[config.mk]
export PLATFORM = sky130hd
export DESIGN_NAME = bitmap_find_next_set_bit_flat
export DESIGN_NICKNAME = d
export VERILOG_FILES = /design/src/rtl/core/bfnsb_pkg.sv /design/src/rtl/core/bfnsb_cmd_if.sv /design/src/rtl/core/bfnsb_res_if.sv /design/src/rtl/core/bitmap_find_next_set_bit.sv /design/src/rtl/core/bfnsb_ctrl.sv /design/src/rtl/core/bfnsb_dp.sv /design/src/flat_wrapper.sv
export SDC_FILE = /design/constraint.sdc
export NUM_CORES = 1
export LEC_CHECK = 0
export ABC_AREA = 1
export ABC_CLOCK_PERIOD_IN_PS = 6400
export BUFFER_PORTS_ARGS = -buffer_cell sky130_fd_sc_hd__buf_2
export CAP_MARGIN = 25
export CORE_ASPECT_RATIO = 1.1
export CORE_UTILIZATION = 67
export CTS_CLUSTER_SIZE = 24
export DETAILED_ROUTE_END_ITERATION = 6
export PLACE_DENSITY = 0.95
export RECOVER_POWER = 25
export REMOVE_ABC_BUFFERS = 1
export SLEW_MARGIN = 0
export SYNTH_ARGS = -nofsm -noshare
export SYNTH_HDL_FRONTEND = slang
export SYNTH_SLANG_ARGS = --single-unit
[constraint.sdc]
create_clock -name clk -period 6.4 [get_ports clk]
set_input_delay 0.64 -clock clk [delete_from_list [all_inputs] [get_ports clk]]
set_output_delay 0.64 -clock clk [all_outputs]
set_load 0.05 [all_outputs]
[src/rtl/core/bfnsb_pkg.sv]
// shared types, constants and a helper function for the next-set-bit bitmap block
package bfnsb_pkg;

    // bitmap geometry
    localparam int WORD_BITS  = 32;
    localparam int MAP_WORDS  = 8;
    localparam int WORD_SHIFT = $clog2(WORD_BITS);
    localparam int SEL_W      = $clog2(MAP_WORDS);

    // field widths
    localparam int OP_W   = 1;
    localparam int IDX_W  = 3;
    localparam int POS_W  = 9;
    localparam int WCNT_W = POS_W - WORD_SHIFT;

    // opcodes
    localparam logic [OP_W-1:0] OP_WRITE  = 1'b0;
    localparam logic [OP_W-1:0] OP_SEARCH = 1'b1;

    // halving masks for the find-first-set
    localparam logic [WORD_BITS-1:0] MASK_16 = 32'h0000_ffff;
    localparam logic [WORD_BITS-1:0] MASK_8  = 32'h0000_00ff;
    localparam logic [WORD_BITS-1:0] MASK_4  = 32'h0000_000f;
    localparam logic [WORD_BITS-1:0] MASK_2  = 32'h0000_0003;
    localparam logic [WORD_BITS-1:0] MASK_1  = 32'h0000_0001;

    // controller to datapath commands
    typedef struct packed {
        logic write_en;
        logic load_query;
        logic advance;
        logic load_result;
    } ctrl_cmd_t;

    // datapath to controller status
    typedef struct packed {
        logic scan_done;
    } dp_status_t;

    // index of the lowest set bit of a nonzero word
    function automatic logic [WORD_SHIFT-1:0] lowest_set(input logic [WORD_BITS-1:0] w);
        logic [WORD_BITS-1:0]  v;
        logic [WORD_SHIFT-1:0] n;
        v = w;
        n = '0;
        if ((v & MASK_16) == '0)
        begin
            n = n + WORD_SHIFT'(16);
            v = v >> 16;
        end
        if ((v & MASK_8) == '0)
        begin
            n = n + WORD_SHIFT'(8);
            v = v >> 8;
        end
        if ((v & MASK_4) == '0)
        begin
            n = n + WORD_SHIFT'(4);
            v = v >> 4;
        end
        if ((v & MASK_2) == '0)
        begin
            n = n + WORD_SHIFT'(2);
            v = v >> 2;
        end
        if ((v & MASK_1) == '0)
        begin
            n = n + WORD_SHIFT'(1);
        end
        return n;
    endfunction

endpackage

[src/rtl/core/bfnsb_cmd_if.sv]
// input channel: bitmap word writes and search queries
interface bfnsb_cmd_if;
    import bfnsb_pkg::*;

    logic              valid;
    logic              ready;
    logic [OP_W-1:0]   opcode;
    logic [IDX_W-1:0]  word_index;
    logic [WORD_BITS-1:0] word_data;
    logic [POS_W-1:0]  search_limit;
    logic [POS_W-1:0]  start_bit;

    modport source (
        output valid, opcode, word_index, word_data, search_limit, start_bit,
        input  ready
    );

    modport sink (
        input  valid, opcode, word_index, word_data, search_limit, start_bit,
        output ready
    );
endinterface

[src/rtl/core/bfnsb_res_if.sv]
// output channel: search results
interface bfnsb_res_if;
    import bfnsb_pkg::*;

    logic             valid;
    logic             ready;
    logic [POS_W-1:0] next_index;
    logic             none_found;

    modport source (
        output valid, next_index, none_found,
        input  ready
    );

    modport sink (
        input  valid, next_index, none_found,
        output ready
    );
endinterface

[src/rtl/core/bitmap_find_next_set_bit.sv]
// top level of the next-set-bit search over a word-organised bitmap
//
// cmd channel: one transaction per write or search. opcode write stores
// word_data into word word_index and produces no result; opcode search
// returns the lowest set bit in [start_bit, search_limit), or search_limit
// with none_found high when there is none.
// res channel: one transaction per search, in the order searches arrive.
// a write is absorbed in its accepting cycle, so cmd stays ready for the
// next transaction. a search occupies the word scanner: one stored word is
// masked and examined per cycle, from the word holding start_bit upward,
// so the result is registered once the scan ends, and cmd is ready again
// in the cycle in which the result first appears.
// the result sits in an output register; a new transaction is accepted
// while it waits. if the receiver stalls and a second search finishes,
// the scanner holds its answer and cmd stays low until the register frees.
// reset clears the bitmap to all zeros and empties the output register.
module bitmap_find_next_set_bit (
    input  logic        clk,
    input  logic        rst_n,
    bfnsb_cmd_if.sink   cmd,
    bfnsb_res_if.source res
);
    import bfnsb_pkg::*;

    ctrl_cmd_t  ctrl;
    dp_status_t status;

    // sequencing
    bfnsb_ctrl u_ctrl (
        .clk        (clk),
        .rst_n      (rst_n),
        .cmd_valid  (cmd.valid),
        .cmd_opcode (cmd.opcode),
        .cmd_ready  (cmd.ready),
        .res_valid  (res.valid),
        .res_ready  (res.ready),
        .status     (status),
        .ctrl       (ctrl)
    );

    // storage and search logic
    bfnsb_dp u_dp (
        .clk          (clk),
        .rst_n        (rst_n),
        .ctrl         (ctrl),
        .status       (status),
        .word_index   (cmd.word_index),
        .word_data    (cmd.word_data),
        .search_limit (cmd.search_limit),
        .start_bit    (cmd.start_bit),
        .next_index   (res.next_index),
        .none_found   (res.none_found)
    );
endmodule

[src/rtl/core/bfnsb_ctrl.sv]
// controller: accepts transactions, sequences the word scan, owns the result valid
module bfnsb_ctrl (
    input  logic                         clk,
    input  logic                         rst_n,
    input  logic                         cmd_valid,
    input  logic [bfnsb_pkg::OP_W-1:0]   cmd_opcode,
    output logic                         cmd_ready,
    output logic                         res_valid,
    input  logic                         res_ready,
    input  bfnsb_pkg::dp_status_t        status,
    output bfnsb_pkg::ctrl_cmd_t         ctrl
);
    import bfnsb_pkg::*;

    localparam logic ST_IDLE = 1'b0;
    localparam logic ST_SCAN = 1'b1;

    logic state_reg;
    logic state_next;
    logic res_valid_reg;
    logic res_valid_next;
    logic accept;
    logic slot_free;

    assign accept    = cmd_valid && cmd_ready;
    assign slot_free = !res_valid_reg || res_ready;
    assign cmd_ready = (state_reg == ST_IDLE);
    assign res_valid = res_valid_reg;

    // next state and datapath commands
    always_comb
    begin
        state_next = state_reg;
        ctrl       = '0;
        unique case (state_reg)
            ST_IDLE:
            begin
                if (accept)
                begin
                    if (cmd_opcode == OP_SEARCH)
                    begin
                        ctrl.load_query = 1'b1;
                        state_next      = ST_SCAN;
                    end
                    else
                    begin
                        ctrl.write_en = 1'b1;
                    end
                end
            end
            ST_SCAN:
            begin
                if (status.scan_done)
                begin
                    // hold the finished result until the output register frees up
                    if (slot_free)
                    begin
                        ctrl.load_result = 1'b1;
                        state_next       = ST_IDLE;
                    end
                end
                else
                begin
                    ctrl.advance = 1'b1;
                end
            end
            default:
            begin
                state_next = ST_IDLE;
            end
        endcase
    end

    // output register occupancy
    always_comb
    begin
        if (ctrl.load_result)
            res_valid_next = 1'b1;
        else if (res_ready)
            res_valid_next = 1'b0;
        else
            res_valid_next = res_valid_reg;
    end

    always_ff @(posedge clk or negedge rst_n)
    begin
        if (!rst_n)
        begin
            state_reg     <= ST_IDLE;
            res_valid_reg <= 1'b0;
        end
        else
        begin
            state_reg     <= state_next;
            res_valid_reg <= res_valid_next;
        end
    end
endmodule

[src/rtl/core/bfnsb_dp.sv]
// datapath: bitmap words, query registers, per-word masking and find-first-set
module bfnsb_dp (
    input  logic                              clk,
    input  logic                              rst_n,
    input  bfnsb_pkg::ctrl_cmd_t              ctrl,
    output bfnsb_pkg::dp_status_t             status,
    input  logic [bfnsb_pkg::IDX_W-1:0]       word_index,
    input  logic [bfnsb_pkg::WORD_BITS-1:0]   word_data,
    input  logic [bfnsb_pkg::POS_W-1:0]       search_limit,
    input  logic [bfnsb_pkg::POS_W-1:0]       start_bit,
    output logic [bfnsb_pkg::POS_W-1:0]       next_index,
    output logic                              none_found
);
    import bfnsb_pkg::*;

    logic [WORD_BITS-1:0] store_reg [MAP_WORDS];
    logic [POS_W-1:0]     limit_reg;
    logic [POS_W-1:0]     start_reg;
    logic [WCNT_W-1:0]    word_reg;
    logic [POS_W-1:0]     index_reg;
    logic                 none_reg;

    logic                 in_map;
    logic [WORD_BITS-1:0] cur_word;
    logic [WORD_BITS-1:0] masked;
    logic [POS_W-1:0]     base;
    logic [POS_W-1:0]     pos;
    logic                 hit;
    logic [POS_W-1:0]     found_index;
    logic                 wr_in_map;

    // current word, zero past the end of the map
    assign in_map   = (word_reg < WCNT_W'(MAP_WORDS));
    assign cur_word = in_map ? store_reg[word_reg[SEL_W-1:0]] : '0;
    assign base     = POS_W'(word_reg) << WORD_SHIFT;

    // keep only bits inside [start, limit)
    always_comb
    begin
        masked = '0;
        pos    = '0;
        for (int j = 0; j < WORD_BITS; j++)
        begin
            pos       = base + POS_W'(j);
            masked[j] = cur_word[j] && (pos >= start_reg) && (pos < limit_reg);
        end
    end

    assign hit         = (masked != '0);
    assign found_index = base + POS_W'(lowest_set(masked));

    assign status.scan_done = (start_reg >= limit_reg) || !in_map
                              || (base >= limit_reg) || hit;

    assign wr_in_map = (IDX_W'(word_index) < IDX_W'(MAP_WORDS - 1)) ||
                       (word_index == IDX_W'(MAP_WORDS - 1));

    // bitmap words, cleared at reset
    always_ff @(posedge clk or negedge rst_n)
    begin
        if (!rst_n)
        begin
            for (int i = 0; i < MAP_WORDS; i++)
                store_reg[i] <= '0;
        end
        else if (ctrl.write_en && wr_in_map)
        begin
            store_reg[word_index[SEL_W-1:0]] <= word_data;
        end
    end

    // query registers and word counter
    always_ff @(posedge clk)
    begin
        if (ctrl.load_query)
        begin
            limit_reg <= search_limit;
            start_reg <= start_bit;
            word_reg  <= start_bit[POS_W-1:WORD_SHIFT];
        end
        else if (ctrl.advance)
        begin
            word_reg <= word_reg + WCNT_W'(1);
        end
    end

    // result register
    always_ff @(posedge clk)
    begin
        if (ctrl.load_result)
        begin
            index_reg <= hit ? found_index : limit_reg;
            none_reg  <= !hit;
        end
    end

    assign next_index = index_reg;
    assign none_found = none_reg;
endmodule

[src/flat_wrapper.sv]
// flat-port wrapper written by rule: the top's interface ports become plain ports
module bitmap_find_next_set_bit_flat import bfnsb_pkg::*;
  (clk, rst_n, cmd_valid, cmd_opcode, cmd_word_index, cmd_word_data, cmd_search_limit, cmd_start_bit, cmd_ready, res_valid, res_next_index, res_none_found, res_ready);
  bfnsb_cmd_if cmd_i ();
  bfnsb_res_if res_i ();
  input  logic clk;
  input  logic rst_n;
  input wire logic [$bits(cmd_i.valid)-1:0] cmd_valid;
  input wire logic [$bits(cmd_i.opcode)-1:0] cmd_opcode;
  input wire logic [$bits(cmd_i.word_index)-1:0] cmd_word_index;
  input wire logic [$bits(cmd_i.word_data)-1:0] cmd_word_data;
  input wire logic [$bits(cmd_i.search_limit)-1:0] cmd_search_limit;
  input wire logic [$bits(cmd_i.start_bit)-1:0] cmd_start_bit;
  output wire logic [$bits(cmd_i.ready)-1:0] cmd_ready;
  output wire logic [$bits(res_i.valid)-1:0] res_valid;
  output wire logic [$bits(res_i.next_index)-1:0] res_next_index;
  output wire logic [$bits(res_i.none_found)-1:0] res_none_found;
  input wire logic [$bits(res_i.ready)-1:0] res_ready;
  assign cmd_i.valid = cmd_valid;
  assign cmd_i.opcode = cmd_opcode;
  assign cmd_i.word_index = cmd_word_index;
  assign cmd_i.word_data = cmd_word_data;
  assign cmd_i.search_limit = cmd_search_limit;
  assign cmd_i.start_bit = cmd_start_bit;
  assign cmd_ready = cmd_i.ready;
  assign res_valid = res_i.valid;
  assign res_next_index = res_i.next_index;
  assign res_none_found = res_i.none_found;
  assign res_i.ready = res_ready;
  bitmap_find_next_set_bit u_core (.clk(clk), .rst_n(rst_n), .cmd(cmd_i), .res(res_i));
endmodule
==> metrics.csv <==
metric;value;unit
Die Span Y;157;µm
CTS tree;yes;
hold slack;66.4;ps
CTS Buf Count;29;
final wirelength;42000;µm
largest net degree at the start of global routing;150;
CTS clock-pin slew for the worst setup and hold paths;60;ps
clk root buf;clkbuf_16;
most frequent cells in the layout;515 x nand2_1, 294 x o21ai_0, 258 x dfrtp_1, 151 x nor2_1, 148 x nand3_1;
first-pass GRT wire length;66000;µm
Global Route Usage Sum;38.5;%
Sequential Power Share;46.3;%
worst slew pin tran;3570;ps
Synth cell types;45;
Crit path max-delay family;simple AND/OR/NAND/NOR gates;
cts hold-fix bufs;0;
PD cells;349;nW/µm²
CTS Buffer Depth;3;
setup bufs post-CTS;0;
Worst path slowest cell;nor2_1;
Worst EP required;6590;ps
CP Capture Point;u_core.u_dp.next_index[2]$_DFFE_PP_;
R2R depth;15;
Worst setup EP type;register;
Net Sw Frac;32.5;%
# setup viols final;0;
setup_tns;0;ps
Peak Freq;217;MHz
DRC viols;0;
Hold Fails Final Rpt;0;
status;complete, but fails checks;
H-tree levels;1;
Mean Syn Cell Area;7.93;µm²
failing checks;capacitance limit, slew limit;
reg-to-reg slack, setup;1790;ps
initial antenna violation count;0;
vias after detailed routing;13301;
ys flop type;dfrtp_1;
relative slew slack;-138;%
ANT cells;0;
largest stage delay on the critical path;710;ps
port buffer count;69;
post-CTS sizing;0;
CP Launch Type;register;
gr ovfl total;0;
commonest non-fill, non-tap cell in the layout;nand2_1;
# Max-Cap Violations;1;
core footprint;21300;µm²
Comb pwr share;23.0;%
Initial Util;68.4;%
Period minus WS final;4610;ps
Worst EP arrival;4800;ps
Seq/Total Area, Yosys;50.9;%
asr flop ratio synth;89.0;%
Net Switching;1790;µW
Avg Vias per Cell;6.16;
nets;1925;
Setup Crit Path Kind;register to register;
Setup crit start;u_core.u_dp.word_reg[1]$_DFFE_PP_;
Hold Path Class;input port to asynchronous set/reset pin;
Levels on crit path;15;
Max IR drop VDD;281;µV
Cell Rows;56;
vias in the first global route;12566;
RePlAce Congestion;1.12;
drt first pass iters;7;
clk sink count;290;
YS warnings;0;
antenna viol nets, final;0;
critical path, cell by cell;buf_4, ha_1, nand2_1, nor2_2, nand2_1, nand2_1, a31oi_1, a21boi_0, nor2_1, nor2_1, nand3b_1, nor4_2, nand4_1, o21ai_0, nor2_1;
FF-to-FF Start;u_core.u_dp.word_reg[1]$_DFFE_PP_;
DR iter-0 viols;1351;
fin crit share;72.0;%
total power;5520;µW
WL per Instance;19.5;µm
share of layout cells above drive strength 1;8.57;%
Leak;0.00760;µW
Mapped Cells;1835;
Internal Power;3730;µW
worst skew pair latency;570;ps
synthesis-to-layout area growth;8.79;%
Worst Path Buf+Inv;1;
number of flops mapped to enable cells by yosys;32;
crit path max fanout;38;
flops & latches, synth;290;
unrepaired setup endpoints after global routing;no;
Final Max Slew Viols;150;
number of flip-flops under the largest register name;256;
IO Count;70;
die area;22300;µm²
reg2reg end;u_core.u_dp.next_index[2]$_DFFE_PP_;
dpl hpwl;26200;µm
clock network fraction of total power;30.7;%
Final Skew;21.4;ps
Mapped Area;14600;µm²
Chip Width;143;µm
power by group through the flow:
stage	sequential [µW]	clock, µW	combinational [µW]
floorplan	2580	0	826
global placement	2540	0	1190
detailed placement	2570	0	1240
CTS	2540	1700	1260
global route	2590	1780	1430
finish	2550	1700	1270
cell type report:
| cell class | count | area (µm²) |
|---|---|---|
| Timing Repair Buffer | 88 | 489 |
| Inverter | 122 | 463 |
| Tap cell | 290 | 363 |
| Fill cell | 1566 | 5460 |
| Sequential cell | 290 | 7420 |
| Multi-Input combinational cell | 1316 | 6150 |
| Clock buffer | 47 | 927 |
| Clock inverter | 5 | 31.3 |
cell usage after synthesis (all sizes together) (4+ instances only):
library cell | instances | area share [%]
a21boi | 6 | 0.31
a21oi | 83 | 3.0
buf | 47 | 2.2
clkbuf | 60 | 1.5
dfrtp | 258 | 44
edfxtp | 32 | 6.6
ha | 20 | 1.7
inv | 122 | 3.2
nand2 | 525 | 14
nand3 | 149 | 5.2
nand4 | 16 | 0.69
nor2 | 158 | 4.3
nor3 | 4 | 0.14
o2111ai | 6 | 0.36
o211ai | 5 | 0.26
o21ai | 305 | 10
o221ai | 4 | 0.24
o22ai | 11 | 0.47
metrics by stage:
step | instances | area, µm² | setup slack [ps] | utilization [%]
3_5_place_dp | 2106 | 14900 | 2040 | 70.0
2_1_floorplan | 1728 | 14000 | 984 | -
6_report | 2158 | 15800 | 1790 | 74.4
5_1_grt | 2158 | 15800 | 1460 | 74.4
4_1_cts | 2158 | 15900 | 1980 | 74.5
3_3_place_gp | 2106 | 14900 | 1970 | 70.0
per-layer routing:
layer	vias up	routed length, µm	GRT usage, %
met5	-	0	0
met4	0	1610	18.2
met3	138	4040	7.86
met2	750	19900	62.0
met1	6317	16500	50.2
li1	6096	-	-
kinds of logic (layout without fill, tap and decap cells):
logic type	after synthesis	after routing	synth area share [%]
muxes	1	1	0.0688
buffers and inverters	229	262	6.89
adders and majority gates	20	20	1.72
AOI/OAI and AO/OA	436	436	15.9
and+or+nand+nor	857	857	24.3
xor gates and xnor gates	2	2	0.120
DFF	290	290	50.9
worst reg2reg max path: cells and delay by family (launching register included):
kind / cells / cell delay, ps
buffers and inverters: 1 / 310
adder cells (fa/ha/maj): 1 / 380
flip-flops: 1 / 500
AO/OA/AOI/OAI: 3 / 470
AND/OR/NAND/NOR: 10 / 2580
worst min-delay path by stage:
| stage | from | endpoint | slack, ps | cells after the start |
|---|---|---|---|---|
| global placement | u_core.u_dp.store_reg[125]$_DFFE_PN0P_ | u_core.u_dp.store_reg[125]$_DFFE_PN0P_ | 460 | 2 |
| floorplan | rst_n | u_core.u_ctrl.res_valid$_DFFE_PN0P_ | 340 | 0 |
| finish | rst_n | u_core.u_dp.store_reg[154]$_DFFE_PN0P_ | 70 | 1 |
| detailed placement | u_core.u_dp.store_reg[117]$_DFFE_PN0P_ | u_core.u_dp.store_reg[117]$_DFFE_PN0P_ | 470 | 2 |
| CTS | rst_n | u_core.u_dp.store_reg[154]$_DFFE_PN0P_ | 150 | 1 |
| global route | rst_n | u_core.u_dp.store_reg[154]$_DFFE_PN0P_ | 170 | 1 |
Note: power is estimated with default switching activity, not from simulation.
